## src/sv/tpp_pkg.sv

```systemverilog
`timescale 1ns / 1ps
// Shared types, register codes and reset values for the truecolor pixel packer.
// No dependencies.
package tpp_pkg;

	localparam int unsigned FIFO_DEPTH = 4;
	localparam int unsigned WORD_W     = 32;

	typedef enum logic [2:0] {
		REG_RED_BITS      = 3'd0,
		REG_GREEN_BITS    = 3'd1,
		REG_BLUE_BITS     = 3'd2,
		REG_PIXEL_SIZE    = 3'd3,
		REG_MSB_FIRST     = 3'd4,
		REG_SOURCE_FORMAT = 3'd5
	} reg_index_t;

	typedef enum logic [1:0] {
		SRC_COLOR  = 2'd0,
		SRC_GREY8  = 2'd1,
		SRC_GREY16 = 2'd2
	} src_fmt_t;

	typedef enum logic [1:0] {
		PIX_8  = 2'd0,
		PIX_16 = 2'd1,
		PIX_24 = 2'd2,
		PIX_32 = 2'd3
	} pix_size_t;

	typedef struct packed {
		logic [31:0] red_bits;
		logic [31:0] green_bits;
		logic [31:0] blue_bits;
		logic [1:0]  pixel_size;
		logic        msb_first;
		logic [1:0]  source_format;
	} cfg_t;

	localparam logic [31:0] RED_BITS_RST   = 32'h00FF_0000;
	localparam logic [31:0] GREEN_BITS_RST = 32'h0000_FF00;
	localparam logic [31:0] BLUE_BITS_RST  = 32'h0000_00FF;

	// Highest set bit; zero for an empty mask (the mask clears the result anyway).
	function automatic logic [4:0] top_bit(input logic [31:0] v);
		logic [4:0] pos;
		pos = '0;
		for (int i = 0; i < 32; i++) begin
			if (v[i]) begin
				pos = 5'(i);
			end
		end
		return pos;
	endfunction

	// Put bit 7 of an 8-bit channel on bit h of the word.
	function automatic logic [31:0] place(input logic [7:0] val, input logic [4:0] h,
		input logic [31:0] mask);
		logic [31:0] sh;
		sh = {val, 24'h0} >> (5'd31 - h);
		return sh & mask;
	endfunction

endpackage

```

## src/sv/tpp_front.sv

```systemverilog
`timescale 1ns / 1ps
// Front end: accepts source pixels, picks the channel values and packs the word.
// Depends on tpp_pkg.
module tpp_front (
	input  logic              clk,
	input  logic              arst_n,
	input  tpp_pkg::cfg_t     cfg,
	input  logic              s_tvalid,
	output logic              s_tready,
	input  logic [39:0]       s_tdata,   // first_byte, second_byte, third_byte, wide_sample
	output logic              push,
	output logic [31:0]       push_word,
	input  logic              full
);

	logic [7:0] r_s1, g_s1, b_s1;
	logic       v_s1;
	logic [4:0] red_top_q, green_top_q, blue_top_q;
	logic [7:0] r_sel, g_sel, b_sel;
	logic       accept;

	always_ff @(posedge clk or negedge arst_n) begin
		if (!arst_n) begin
			red_top_q   <= 5'd23;
			green_top_q <= 5'd15;
			blue_top_q  <= 5'd7;
		end else begin
			red_top_q   <= tpp_pkg::top_bit(cfg.red_bits);
			green_top_q <= tpp_pkg::top_bit(cfg.green_bits);
			blue_top_q  <= tpp_pkg::top_bit(cfg.blue_bits);
		end
	end

	always_comb begin
		unique case (cfg.source_format)
			tpp_pkg::SRC_GREY8: begin
				r_sel = s_tdata[7:0];
				g_sel = s_tdata[7:0];
				b_sel = s_tdata[7:0];
			end
			tpp_pkg::SRC_GREY16: begin
				r_sel = s_tdata[39:32];
				g_sel = s_tdata[39:32];
				b_sel = s_tdata[39:32];
			end
			default: begin
				r_sel = s_tdata[7:0];
				g_sel = s_tdata[15:8];
				b_sel = s_tdata[23:16];
			end
		endcase
	end

	assign push     = v_s1 && !full;
	assign s_tready = !v_s1 || !full;
	assign accept   = s_tvalid && s_tready;

	always_ff @(posedge clk or negedge arst_n) begin
		if (!arst_n) begin
			v_s1 <= 1'b0;
		end else if (s_tready) begin
			v_s1 <= s_tvalid;
		end
	end

	always_ff @(posedge clk) begin
		if (accept) begin
			r_s1 <= r_sel;
			g_s1 <= g_sel;
			b_s1 <= b_sel;
		end
	end

	assign push_word = tpp_pkg::place(r_s1, red_top_q, cfg.red_bits)
		| tpp_pkg::place(g_s1, green_top_q, cfg.green_bits)
		| tpp_pkg::place(b_s1, blue_top_q, cfg.blue_bits);

endmodule

```

## src/sv/tpp_fifo.sv

```systemverilog
`timescale 1ns / 1ps
// Short word queue between the packing front end and the byte serializer.
// Depends on nothing but its parameters.
module tpp_fifo #(
	parameter int unsigned WIDTH = 32,
	parameter int unsigned DEPTH = 4
) (
	input  logic             clk,
	input  logic             arst_n,
	input  logic             push,
	input  logic [WIDTH-1:0] push_data,
	output logic             full,
	input  logic             pop,
	output logic [WIDTH-1:0] head,
	output logic             not_empty
);

	localparam int unsigned PW = (DEPTH > 1) ? $clog2(DEPTH) : 1;
	localparam int unsigned CW = $clog2(DEPTH + 1);
	localparam logic [PW-1:0] LAST_PTR = PW'(DEPTH - 1);
	localparam logic [CW-1:0] FULL_CNT = CW'(DEPTH);

	logic [WIDTH-1:0] mem_q [DEPTH];
	logic [PW-1:0]    wr_ptr_q, rd_ptr_q;
	logic [CW-1:0]    count_q;

	assign full      = (count_q == FULL_CNT);
	assign not_empty = (count_q != '0);
	assign head      = mem_q[rd_ptr_q];

	always_ff @(posedge clk or negedge arst_n) begin
		if (!arst_n) begin
			wr_ptr_q <= '0;
			rd_ptr_q <= '0;
			count_q  <= '0;
		end else begin
			if (push) begin
				wr_ptr_q <= (wr_ptr_q == LAST_PTR) ? '0 : wr_ptr_q + 1'b1;
			end
			if (pop) begin
				rd_ptr_q <= (rd_ptr_q == LAST_PTR) ? '0 : rd_ptr_q + 1'b1;
			end
			if (push && !pop) begin
				count_q <= count_q + 1'b1;
			end else if (pop && !push) begin
				count_q <= count_q - 1'b1;
			end
		end
	end

	always_ff @(posedge clk) begin
		if (push) begin
			mem_q[wr_ptr_q] <= push_data;
		end
	end

	a_no_overflow: assert property (@(posedge clk) disable iff (!arst_n)
		push |-> !full)
		else $error("queue push while full");
	a_no_underflow: assert property (@(posedge clk) disable iff (!arst_n)
		pop |-> not_empty)
		else $error("queue pop while empty");

endmodule

```

## src/sv/tpp_back.sv

```systemverilog
`timescale 1ns / 1ps
// Back end: serializes each queued pixel word into 1..4 bytes in configured order.
// Depends on tpp_pkg.
module tpp_back (
	input  logic          clk,
	input  logic          arst_n,
	input  tpp_pkg::cfg_t cfg,
	input  logic [31:0]   head,
	input  logic          not_empty,
	output logic          pop,
	output logic          m_tvalid,
	input  logic          m_tready,
	output logic [7:0]    m_tdata,   // out_byte
	output logic          m_tlast    // pixel_done
);

	logic [1:0] k_q;
	logic [1:0] pos;
	logic       out_free, emit, last;
	logic [7:0] byte_sel;

	assign out_free = !m_tvalid || m_tready;
	assign emit     = out_free && not_empty;
	assign last     = (k_q == cfg.pixel_size);
	assign pop      = emit && last;

	always_comb begin
		if (cfg.msb_first && cfg.pixel_size != tpp_pkg::PIX_8) begin
			pos = cfg.pixel_size - k_q;
		end else begin
			pos = k_q;
		end
		unique case (pos)
			2'd0: byte_sel = head[7:0];
			2'd1: byte_sel = head[15:8];
			2'd2: byte_sel = head[23:16];
			default: byte_sel = head[31:24];
		endcase
	end

	always_ff @(posedge clk or negedge arst_n) begin
		if (!arst_n) begin
			k_q      <= '0;
			m_tvalid <= 1'b0;
		end else begin
			if (emit) begin
				k_q <= last ? 2'd0 : k_q + 2'd1;
			end
			if (out_free) begin
				m_tvalid <= not_empty;
			end
		end
	end

	always_ff @(posedge clk) begin
		if (emit) begin
			m_tdata <= byte_sel;
			m_tlast <= last;
		end
	end

	a_idle_count: assert property (@(posedge clk) disable iff (!arst_n)
		!not_empty |-> k_q == 2'd0)
		else $error("byte counter not at zero with empty queue");
	a_pop_marks_last: assert property (@(posedge clk) disable iff (!arst_n)
		pop |=> m_tvalid && m_tlast)
		else $error("word retired without a final byte");
	a_count_bound: assert property (@(posedge clk) disable iff (!arst_n)
		emit |-> k_q <= cfg.pixel_size)
		else $error("byte counter past pixel size");

endmodule

```

## src/sv/truecolor_pixel_packer_core.sv

```systemverilog
`timescale 1ns / 1ps
// Top level of the truecolor pixel packer: configuration registers and the
// front end, queue and byte serializer. Depends on tpp_pkg and all tpp_ modules.
//
// Each accepted pixel becomes pixel_size+1 output bytes, one byte per cycle while
// m_tready allows, so the byte serializer sets the sustained pixel rate. A new
// pixel is accepted every cycle while the queue has room; the first byte of a
// pixel passes the front-end register and the queue before it is offered. A mask
// write reaches cfg_q first and the front end's top-bit registers after it.
module truecolor_pixel_packer_core #(
	parameter int unsigned FIFO_DEPTH = tpp_pkg::FIFO_DEPTH
) (
	input  logic        clk,
	input  logic        arst_n,
	input  logic        cfg_we,
	input  logic [2:0]  cfg_index,
	input  logic [31:0] cfg_wdata,
	input  logic        s_tvalid,
	output logic        s_tready,
	input  logic [39:0] s_tdata,   // first_byte, second_byte, third_byte, wide_sample
	output logic        m_tvalid,
	input  logic        m_tready,
	output logic [7:0]  m_tdata,   // out_byte
	output logic        m_tlast    // pixel_done
);

	tpp_pkg::cfg_t cfg_q;
	logic          push, full, pop, not_empty;
	logic [31:0]   push_word, head;

	always_ff @(posedge clk or negedge arst_n) begin
		if (!arst_n) begin
			cfg_q.red_bits      <= tpp_pkg::RED_BITS_RST;
			cfg_q.green_bits    <= tpp_pkg::GREEN_BITS_RST;
			cfg_q.blue_bits     <= tpp_pkg::BLUE_BITS_RST;
			cfg_q.pixel_size    <= tpp_pkg::PIX_32;
			cfg_q.msb_first     <= 1'b0;
			cfg_q.source_format <= tpp_pkg::SRC_COLOR;
		end else if (cfg_we) begin
			case (cfg_index)
				tpp_pkg::REG_RED_BITS:      cfg_q.red_bits      <= cfg_wdata;
				tpp_pkg::REG_GREEN_BITS:    cfg_q.green_bits    <= cfg_wdata;
				tpp_pkg::REG_BLUE_BITS:     cfg_q.blue_bits     <= cfg_wdata;
				tpp_pkg::REG_PIXEL_SIZE:    cfg_q.pixel_size    <= cfg_wdata[1:0];
				tpp_pkg::REG_MSB_FIRST:     cfg_q.msb_first     <= cfg_wdata[0];
				tpp_pkg::REG_SOURCE_FORMAT: cfg_q.source_format <= cfg_wdata[1:0];
				default: ;
			endcase
		end
	end

	tpp_front u_front (
		.clk       (clk),
		.arst_n    (arst_n),
		.cfg       (cfg_q),
		.s_tvalid  (s_tvalid),
		.s_tready  (s_tready),
		.s_tdata   (s_tdata),
		.push      (push),
		.push_word (push_word),
		.full      (full)
	);

	tpp_fifo #(
		.WIDTH (tpp_pkg::WORD_W),
		.DEPTH (FIFO_DEPTH)
	) u_fifo (
		.clk       (clk),
		.arst_n    (arst_n),
		.push      (push),
		.push_data (push_word),
		.full      (full),
		.pop       (pop),
		.head      (head),
		.not_empty (not_empty)
	);

	tpp_back u_back (
		.clk       (clk),
		.arst_n    (arst_n),
		.cfg       (cfg_q),
		.head      (head),
		.not_empty (not_empty),
		.pop       (pop),
		.m_tvalid  (m_tvalid),
		.m_tready  (m_tready),
		.m_tdata   (m_tdata),
		.m_tlast   (m_tlast)
	);

endmodule
```

## config.mk

```make
export PLATFORM = sky130hd
export DESIGN_NAME = truecolor_pixel_packer_core
export DESIGN_NICKNAME = d
export VERILOG_FILES = /design/src/sv/tpp_pkg.sv /design/src/sv/tpp_front.sv /design/src/sv/tpp_fifo.sv /design/src/sv/tpp_back.sv /design/src/sv/truecolor_pixel_packer_core.sv
export SDC_FILE = /design/constraint.sdc
export NUM_CORES = 1
export LEC_CHECK = 0
export CAP_MARGIN = 25
export CORE_ASPECT_RATIO = 0.6
export CORE_MARGIN = 2
export CORE_UTILIZATION = 60
export DETAILED_ROUTE_END_ITERATION = 10
export DONT_BUFFER_PORTS = 1
export PLACE_DENSITY_LB_ADDON = 0.12
export RECOVER_POWER = 25
export SYNTH_ARGS = -nofsm -noshare
export SYNTH_HDL_FRONTEND = slang
export SYNTH_SLANG_ARGS = --single-unit
```

## constraint.sdc

```tcl
create_clock -name clk -period 2.85 [get_ports clk]
set_clock_uncertainty 0.2 [all_clocks]
set_input_delay 0 -clock clk [delete_from_list [all_inputs] [get_ports clk]]
set_output_delay 0 -clock clk [all_outputs]
set_load 0.02 [all_outputs]
```

==> results of run 1 <==
==> logic make-up after synthesis <==
| kind of cell | Yosys count | synth area share [%] |
|---|---|---|
| flip-flops | 288 | 56.1 |
| AO/OA/AOI/OAI | 221 | 10.2 |
| buffers and inverters | 116 | 3.37 |
| multiplexers | 189 | 17.5 |
| adder cells (fa/ha/maj) | 10 | 0.923 |
| AND/OR/NAND/NOR | 334 | 11.5 |
| XOR/XNOR | 5 | 0.357 |
==> worst max-delay path by stage <==
stage,endpoint,cells past startpoint,startpoint
floorplan,u_fifo.mem_q[0][14],5,u_front.red_top_q[0]
global placement,u_fifo.mem_q[1][22],5,u_front.green_top_q[0]
detailed placement,u_fifo.mem_q[2][22],5,u_front.green_top_q[0]
CTS,u_fifo.mem_q[0][22],5,u_front.green_top_q[0]
global route,u_fifo.mem_q[0][4],4,u_front.green_top_q[0]
finish,u_fifo.mem_q[0][4],4,u_front.green_top_q[0]
==> cell usage after synthesis (4+ instances only) <==
library cell	n	area share, %
a211o_1	5	0.30
a21o_1	7	0.37
a21oi_1	51	1.8
a221oi_1	11	0.67
a311o_1	4	0.28
a31oi_1	7	0.30
and2_1	9	0.39
and3_1	16	0.70
buf_1	5	0.13
buf_2	15	0.52
clkbuf_1	32	0.84
dfrtp_1	90	16
dfstp_2	37	6.8
edfxtp_1	161	34
ha_1	9	0.78
inv_1	57	1.5
mux2_2	98	7.7
mux2i_1	51	3.6
mux4_2	40	6.3
nand2_1	94	2.5
nand2b_1	5	0.22
nand3_1	36	1.3
nand3b_1	5	0.26
nand4_1	15	0.65
nand4b_1	5	0.30
nor2_1	67	1.7
nor2b_1	10	0.44
nor3_1	32	1.1
nor3b_1	5	0.26
nor4_1	16	0.70
o2111ai_1	6	0.37
o211ai_1	9	0.47
o21ai_0	56	2.0
o21bai_1	8	0.42
o221ai_1	8	0.49
o311ai_0	8	0.49
or3_1	4	0.17
or4_1	5	0.26
==> what timing repair did <==
action / 4_1_cts / 5_1_grt
endpoints found under the setup margin: 8 / 22
gates resized for setup: 1 / 10
hold endpoints to repair: 289 / 127
==> flip-flops by register name, indices dropped and copies added, names as in the netlist, 5 cells and up <==
signal and flops:
cfg_q 101, u_back.m_tdata 8, u_front.red_top_q 5, u_front.blue_top_q 5, u_front.r_s1 8, u_front.g_s1 8
u_front.green_top_q 5, u_front.b_s1 8, u_fifo.mem_q 128
==> area by class of cell <==
type | count | area share [%]
Sequential cell | 288 | 46.7
Multi-Input combinational cell | 759 | 34.3
Timing Repair Buffer | 182 | 10.1
Clock buffer | 29 | 4.02
Tap cell | 315 | 2.28
Clock inverter | 21 | 1.29
Inverter | 59 | 1.28
Antenna cell | 3 | 0.0435
==> power by group <==
| group | internal [mW] | switching (mW) | leakage (nW) |
|---|---|---|---|
| clock | 2.07 | 1.74 | 0.430 |
| combinational | 2.59 | 3.23 | 3.22 |
| sequential | 5.84 | 1.27 | 2.99 |
==> per-stage QoR <==
step | setup TNS (ns) | area (sq um)
floorplan | 0 | 14400
global placement | 0 | 15100
detailed placement | -0.0987 | 15100
CTS | 0 | 17200
global route | -0.0451 | 17300
finish | 0 | 17300
==> worst reg2reg max path: cells and delay by family (launching register included) <==
kind	cells	cell delay (ns)
AO/OA/AOI/OAI	2	1.06
multiplexers	2	0.51
flip-flops	1	0.73
==> per-layer routing <==
layer / up-vias / wire length [um]
met5: - / 17
met4: 2 / 1150
met3: 113 / 7690
met2: 905 / 20600
met1: 5744 / 20500
li1: 4759 / -
==> results.json, run 1 <==
{
  "outcome": "finished with violations",
  "violations": "hold timing",
  "syn_inst": 1163,
  "drive_gt1_share_pct": 22.9,
  "antenna_found_initial": 3,
  "max_freq_mhz": 357,
  "synth.distinct_cells": 71,
  "flow.area_growth_from_synthesis_pct": 20.1,
  "worst_pin_slew_ns": 0.852,
  "gp_congestion": 1.07,
  "postRouteAntennaNets": 0,
  "r2r-start": "u_front.green_top_q[0]",
  "crit_type": "reg2reg",
  "cts_inserted_buffers": 27,
  "fin_cells": 1656,
  "via_per_inst": 6.96,
  "die_area_sq_um": 25200,
  "totalWireLength_mm": 50.0,
  "critPathSlowestCell": "o311ai_0",
  "ys_warn_count": 0,
  "powerDensity_nw_per_um2": 970,
  "synth_edf_count": 161,
  "slew_violations": 0,
  "required_ns": 2.91,
  "cpMostUsedCell": "mux2i_1",
  "finalCriticalPeriod_ns": 2.80,
  "detailedPlace.worstSlack_ns": -0.0218,
  "p_leak_nw": 6.64,
  "worst_setup_path_end_kind": "flip-flop",
  "rows": 43,
  "synth-main-ff-cell": "edfxtp_1",
  "grt_pass1_vias": 10979,
  "cpPeakStageDelay_ns": 0.78,
  "hpwl_mm": 33.4,
  "path_cells": "mux2i_1 > mux2i_1 > a21oi_1 > o311ai_0",
  "nets": 1407,
  "finalCritPeriodShare_pct": 98.2,
  "slew_headroom_pct": 42.5,
  "critPathMaxFanout": 14,
  "vias": 11523,
  "start_util_pct": 61.7,
  "final_cell_mix": "161 x edfxtp_1, 117 x dlygate4sd3_1, 98 x mux2_2, 93 x nand2_1, 89 x dfrtp_1",
  "cts-root-buf": "clkbuf_16",
  "rrSetupSlack_ns": 0.05,
  "cp_num_buf_inv": 0,
  "grtUsageTotal_pct": 40.0,
  "postCtsSetupBuffers": 0,
  "synth-async-reset-ratio_pct": 44.1,
  "cp_top_family": "compound AO/OA/AOI/OAI gates",
  "reg2reg_to": "u_fifo.mem_q[0][4]",
  "clkSinkCount": 288,
  "met2_usage_pct": 56.6,
  "arrival_ns": 2.86,
  "drtIter0Drc": 1767,
  "die_w_um": 204,
  "path_clk_slew_ns": 0.08,
  "syn_area_sq_um": 14400,
  "drv_cap": 0,
  "hold_violations": 127,
  "use_met1_pct": 58.0,
  "wl_per_cell_um": 30.2,
  "mostFrequentLayoutCell": "edfxtp_1",
  "cts.hold.buffers_added": 120,
  "min_path_type": "in2async",
  "core_sq_um": 23300,
  "multi_input_area_sq_um": 5910,
  "grt_max_degree": 128,
  "clkLatencyLatePin_ns": 0.58,
  "dpl.cell_count": 1483,
  "die_h_um": 124,
  "ys_seq_area_share_pct": 56.1,
  "postLayoutCoreUtil_pct": 74.1,
  "setup_violations": 0,
  "ff2ff_path_depth": 4,
  "whs_ns": -1.07,
  "cts_max_level": 1,
  "ir_worst_vdd_mv": 0.659,
  "grt_pass1_wl_mm": 71.7,
  "grt_overflow_total": 0,
  "use_met3_pct": 16.2,
  "fill_cells": 1467,
  "seq_area_sq_um": 8060,
  "grt_busiest_layer": "met1",
  "synth-seq-cells": 288,
  "synth_nets": 1253,
  "avgSynthCellArea_sq_um": 12.4,
  "port_buffers": 0,
  "drcViolationCount": 0,
  "firstDrtPassIters": 6,
  "layout_setup_ws_ns": 0.0513,
  "top_level_ports": 91,
  "ctsLongestPathBuffers": 3,
  "power_mw": 16.7,
  "cts_tree": "built",
  "cp-start-kind": "flip-flop"
}
No activity file was read; power rests on OpenSTA's default activity.
==> run 2, diff against run 1 <==
- ABC_AREA: default -> 1
==> results.json, run 2 <==
{
  "critPathMaxFanout": 17,
  "slew_headroom_pct": 5.97,
  "grtUsageTotal_pct": 37.0,
  "worst_setup_path_end_kind": "flip-flop",
  "antenna_found_initial": 0,
  "reg2reg_to": "u_front.g_s1[7]",
  "crit_path_start": "cfg_q[0]",
  "cts_tree": "built",
  "violations": "hold timing",
  "p_leak_nw": 7.31,
  "grt_pass1_vias": 11443,
  "synth_nets": 1756,
  "drtIter0Drc": 1817,
  "synth.distinct_cells": 36,
  "postLayoutCellArea_sq_um": 17000,
  "drv_cap": 0,
  "cp_top_family": "buffers and inverters",
  "hold_violations": 128,
  "largest_reg_flops": 128,
  "drcViolationCount": 0,
  "rows": 43,
  "ys_top_cells_by_area": "edfxtp_1 34%, dfrtp_1 16%, nand2_1 11%",
  "final_cell_mix": "428 x nand2_1, 184 x nand3_1, 170 x o21ai_1, 161 x edfxtp_1, 131 x inv_1",
  "ys_warn_count": 0,
  "port_buffers": 0,
  "max_freq_mhz": 363,
  "syn_inst": 1666,
  "synth_edf_count": 161,
  "grt_max_degree": 128,
  "regMostFlops": "u_fifo.mem_q",
  "postRouteAntennaNets": 0,
  "netlist.area_leader.share_pct": 33.6,
  "min_path_type": "in2async",
  "crit_path_end": "u_front.g_s1[7]",
  "required_ns": 2.95,
  "synth-seq-cells": 288,
  "mostFrequentLayoutCell": "nand2_1",
  "slew_violations": 0,
  "arrival_ns": 2.86,
  "grt_overflow_total": 0,
  "ys_seq_area_share_pct": 56.0,
  "flow.area_growth_from_synthesis_pct": 18.0,
  "r2r-start": "cfg_q[0]",
  "netlist_top_cells_count": "430 x nand2_1, 185 x nand3_1, 176 x o21ai_1",
  "path_cells": "inv_1 > ha_1 > nand2_1 > dlygate4sd3_1 > nand2_1 > dlygate4sd3_1",
  "die_area_sq_um": 25300,
  "synth-main-ff-cell": "edfxtp_1",
  "synthMostInstantiatedCell": "nand2_1",
  "worstSetupPathDepth": 6,
  "gp_congestion": 1.06,
  "drive_gt1_share_pct": 8.87,
  "outcome": "finished with violations",
  "top_level_ports": 91,
  "syn_area_sq_um": 14400,
  "cts_inserted_buffers": 27,
  "cts.hold.buffers_added": 128,
  "finalCritPeriodShare_pct": 96.6,
  "path_clk_slew_ns": 0.08,
  "avgSynthCellArea_sq_um": 8.64,
  "cp_num_buf_inv": 3,
  "via_per_inst": 6.03,
  "clkSinkCount": 288,
  "ctsLongestPathBuffers": 3,
  "nets": 1872,
  "wl_per_cell_um": 21.9,
  "die_w_um": 204,
  "fin_setup_tns_ns": 0,
  "crit_type": "reg2reg",
  "cp-start-kind": "flip-flop",
  "cts_max_level": 1,
  "finalCriticalPeriod_ns": 2.75,
  "hpwl_mm": 31.3,
  "start_util_pct": 61.6,
  "critPathSlowestCell": "dlygate4sd3_1",
  "ff2ff_path_depth": 6,
  "setup_violations": 0,
  "reg.largest.list": "u_fifo.mem_q x128, cfg_q x101",
  "worst_pin_slew_ns": 1.41,
  "clkLatencyLatePin_ns": 0.57,
  "grt_pass1_wl_mm": 68.6,
  "cts-root-buf": "clkbuf_16",
  "vias": 12770,
  "firstDrtPassIters": 6,
  "synth-async-reset-ratio_pct": 44.1,
  "placed_area_sq_um": 14800,
  "die_h_um": 124,
  "rrSetupSlack_ns": 0.1,
  "core_sq_um": 23300,
  "powerDensity_nw_per_um2": 963,
  "whs_ns": -1.07,
  "ir_worst_vdd_mv": 0.653,
  "totalWireLength_mm": 46.3,
  "yosys.area.top_type": "edfxtp_1",
  "cpPeakStageDelay_ns": 0.59,
  "rsz0062_at_grt": "no"
}
-- run 2: metal layers --
metal / GRT usage (%) / wire length [um] / vias up
met5: 0 / 0 / -
met4: 7.11 / 891 / 0
met3: 13.6 / 6270 / 77
met2: 50.6 / 18400 / 780
met1: 56.2 / 20800 / 6059
li1: - / - / 5854
-- run 2: what timing repair did --
action / CTS / global route
buffers inserted: 0 / 2
resized for setup: 0 / 1
endpoints found under the setup margin: 0 / 2
endpoints found under the hold margin: 270 / 127
-- run 2: worst min-delay path by stage --
stage,start,endpoint,slack [ns],cells past startpoint
global placement,arst_n,cfg_q[70],-0.49,0
finish,arst_n,cfg_q[39],-1.07,0
floorplan,arst_n,cfg_q[0],-0.50,0
global route,arst_n,cfg_q[39],-1.09,0
detailed placement,arst_n,cfg_q[70],-0.49,0
CTS,arst_n,cfg_q[39],-1.08,0
-- run 2: through the flow --
stage	worst slack [ns]	util [%]	power (mW)	instances
CTS	0.179	72.7	16.1	2116
global route	0.0288	72.7	17.1	2118
global placement	0.350	63.3	11.9	1938
floorplan	0.208	-	10.0	1666
detailed placement	0.285	63.3	12.1	1938
finish	0.0978	72.7	16.4	2119
-- run 2: cell families after synthesis --
group / synth area share, %
AOI/OAI and AO/OA: 12.3
xor gates and xnor gates: 0.304
adders and majority gates: 0.921
buffers and inverters: 8.04
DFF: 56.0
muxes: 0.287
and+or+nand+nor: 22.2
-- run 2: area by class of cell --
cell class                 instances  area (sq um)
antenna                            1          2.50
clock buffer                      35           706
clock inverter                    15           189
fill                            1697          6370
inverter                         188           898
multi-input combinational       1121          5220
sequential                       288          8060
tap                              315           394
timing repair buffer             156          1510
-- run 2: where the power goes --
part	total, mW	internal (mW)	switching [mW]
clock	3.72	2.12	1.60
combinational	5.91	1.93	3.97
sequential	6.72	5.79	0.936
==> run 3, diff against run 2 <==
- CORE_MARGIN: 2 -> default
==> results.json, run 3 (synthesized netlist as in run 2, its figures left out) <==
{
  "outcome": "finished with violations",
  "violations": "hold timing",
  "whs_ns": -1.07,
  "slew_violations": 0,
  "min_path_type": "in2async",
  "die_h_um": 122,
  "port_buffers": 0,
  "final_cell_mix": "427 x nand2_1, 184 x nand3_1, 170 x o21ai_1, 161 x edfxtp_1, 140 x dlygate4sd3_1",
  "top_level_ports": 91,
  "fin_setup_tns_ns": 0,
  "die_area_sq_um": 24600,
  "arrival_ns": 2.87,
  "worst_setup_path_end_kind": "flip-flop",
  "rows": 43,
  "setup_violations": 0,
  "clkLatencyLatePin_ns": 0.56,
  "grt_max_degree": 128,
  "top_layer": "met4",
  "nets": 1882,
  "wl_per_cell_um": 21.9,
  "die_w_um": 202,
  "internal-power_mw": 9.72,
  "core_sq_um": 23300,
  "postCtsSetupBuffers": 0,
  "dr_wl_met2_mm": 19.0,
  "fin_cells": 2127,
  "drive_gt1_share_pct": 8.66,
  "grt_overflow_total": 0,
  "pwr-share-comb_pct": 36.5,
  "regMostFlops": "u_fifo.mem_q",
  "reg.largest.list": "u_fifo.mem_q x128, cfg_q x101",
  "p_seq_share_pct": 41.5,
  "power_mw": 16.2,
  "hold_violations": 127,
  "dpl.cell_count": 1939,
  "rrSetupSlack_ns": 0.18,
  "vias": 12861,
  "antenna_cells": 0,
  "rsz0062_at_grt": "no",
  "ir_worst_vdd_mv": 0.472,
  "drcViolationCount": 0,
  "via_per_inst": 6.05,
  "worst_pin_slew_ns": 1.46,
  "hpwl_mm": 31.3,
  "p_clk_share_pct": 22.0,
  "finalCriticalPeriod_ns": 2.67,
  "cts_tree": "built",
  "cts_max_level": 1,
  "totalWireLength_mm": 46.6,
  "critPathMaxFanout": 17,
  "path_clk_slew_ns": 0.08,
  "ctsLongestPathBuffers": 3,
  "switching_share_pct": 40.0,
  "grt_pass1_wl_mm": 70.9,
  "powerDensity_nw_per_um2": 951,
  "finalCritPeriodShare_pct": 93.5,
  "postRouteAntennaNets": 0,
  "p_leak_nw": 7.34,
  "grtUsageTotal_pct": 38.7,
  "drv_cap": 0,
  "cts_inserted_buffers": 26,
  "firstDrtPassIters": 6,
  "switchingPower_mw": 6.48,
  "largest_reg_flops": 128,
  "wl_met1_mm": 20.6,
  "start_util_pct": 61.8,
  "ff2ff_path_depth": 6,
  "cts-root-buf": "clkbuf_16",
  "gp_congestion": 1.02,
  "mostFrequentLayoutCell": "nand2_1",
  "routed-wl-met3_mm": 6.20,
  "r2r-start": "cfg_q[0]",
  "drtIter0Drc": 1989,
  "max_freq_mhz": 375,
  "grt_pass1_vias": 11879,
  "cp-start-kind": "flip-flop",
  "antenna_found_initial": 0,
  "reg2reg_to": "u_front.b_s1[7]",
  "required_ns": 3.06,
  "slew_headroom_pct": 2.39,
  "cts.hold.buffers_added": 140,
  "flow.area_growth_from_synthesis_pct": 18.4,
  "clkSinkCount": 288,
  "crit_type": "reg2reg"
}
-- run 3: worst max-delay path, stage by stage (launching register included) --
cell	delay [ns]
dfrtp_1	0.40
inv_1	0.06
ha_2	0.50
nand2_1	0.09
dlygate4sd3_1	0.58
nand2_1	0.10
dlygate4sd3_1	0.59
-- run 3: stage by stage --
step	hold WS [ns]	cell area [sq um]	setup slack (ns)	utilization [%]
global route	-1.08	17000	0.0120	73.1
detailed placement	-0.486	14800	0.329	63.5
finish	-1.07	17000	0.184	73.1
CTS	-1.08	17000	0.158	73.1
global placement	-0.486	14800	0.359	63.5
floorplan	-0.496	14400	0.208	-
-- run 3: power groups by stage --
stage / Clock [mW] / Combinational [mW] / Sequential [mW]
floorplan: 0 / 3.66 / 6.34
global route: 3.72 / 6.42 / 6.83
CTS: 3.58 / 5.66 / 6.68
finish: 3.56 / 5.91 / 6.73
global placement: 0 / 5.19 / 6.74
detailed placement: 0 / 5.31 / 6.74
-- run 3: repair_timing --
item,in CTS,in global routing
gates resized for setup,0,2
setup endpoints to repair,0,8
endpoints found under the hold margin,270,127
-- run 3: layer usage --
metal	track usage (%)	vias to the layer above
met5	0	-
li1	-	5857
met2	54.9	810
met4	6.39	0
met3	10.1	67
met1	60.1	6127
-- run 3: how the worst max path moves through the flow --
stage,startpoint,endpoint,cells past startpoint
6_report,cfg_q[0],u_front.b_s1[7],6
2_1_floorplan,u_fifo.wr_ptr_q[0],u_fifo.mem_q[2][0],4
5_1_grt,cfg_q[7],u_front.blue_top_q[0],31
3_5_place_dp,cfg_q[3],u_back.m_tdata[4],8
4_1_cts,cfg_q[0],u_front.b_s1[1],6
3_3_place_gp,cfg_q[3],u_back.m_tdata[4],8
-- run 3: cell type report --
class / count / area (sq um)
clock inverter: 8 / 96.3
fill: 1688 / 6260
tap: 315 / 394
timing repair buffer: 167 / 1620
inverter: 188 / 898
multi-input combinational: 1121 / 5220
sequential: 288 / 8060
clock buffer: 40 / 744
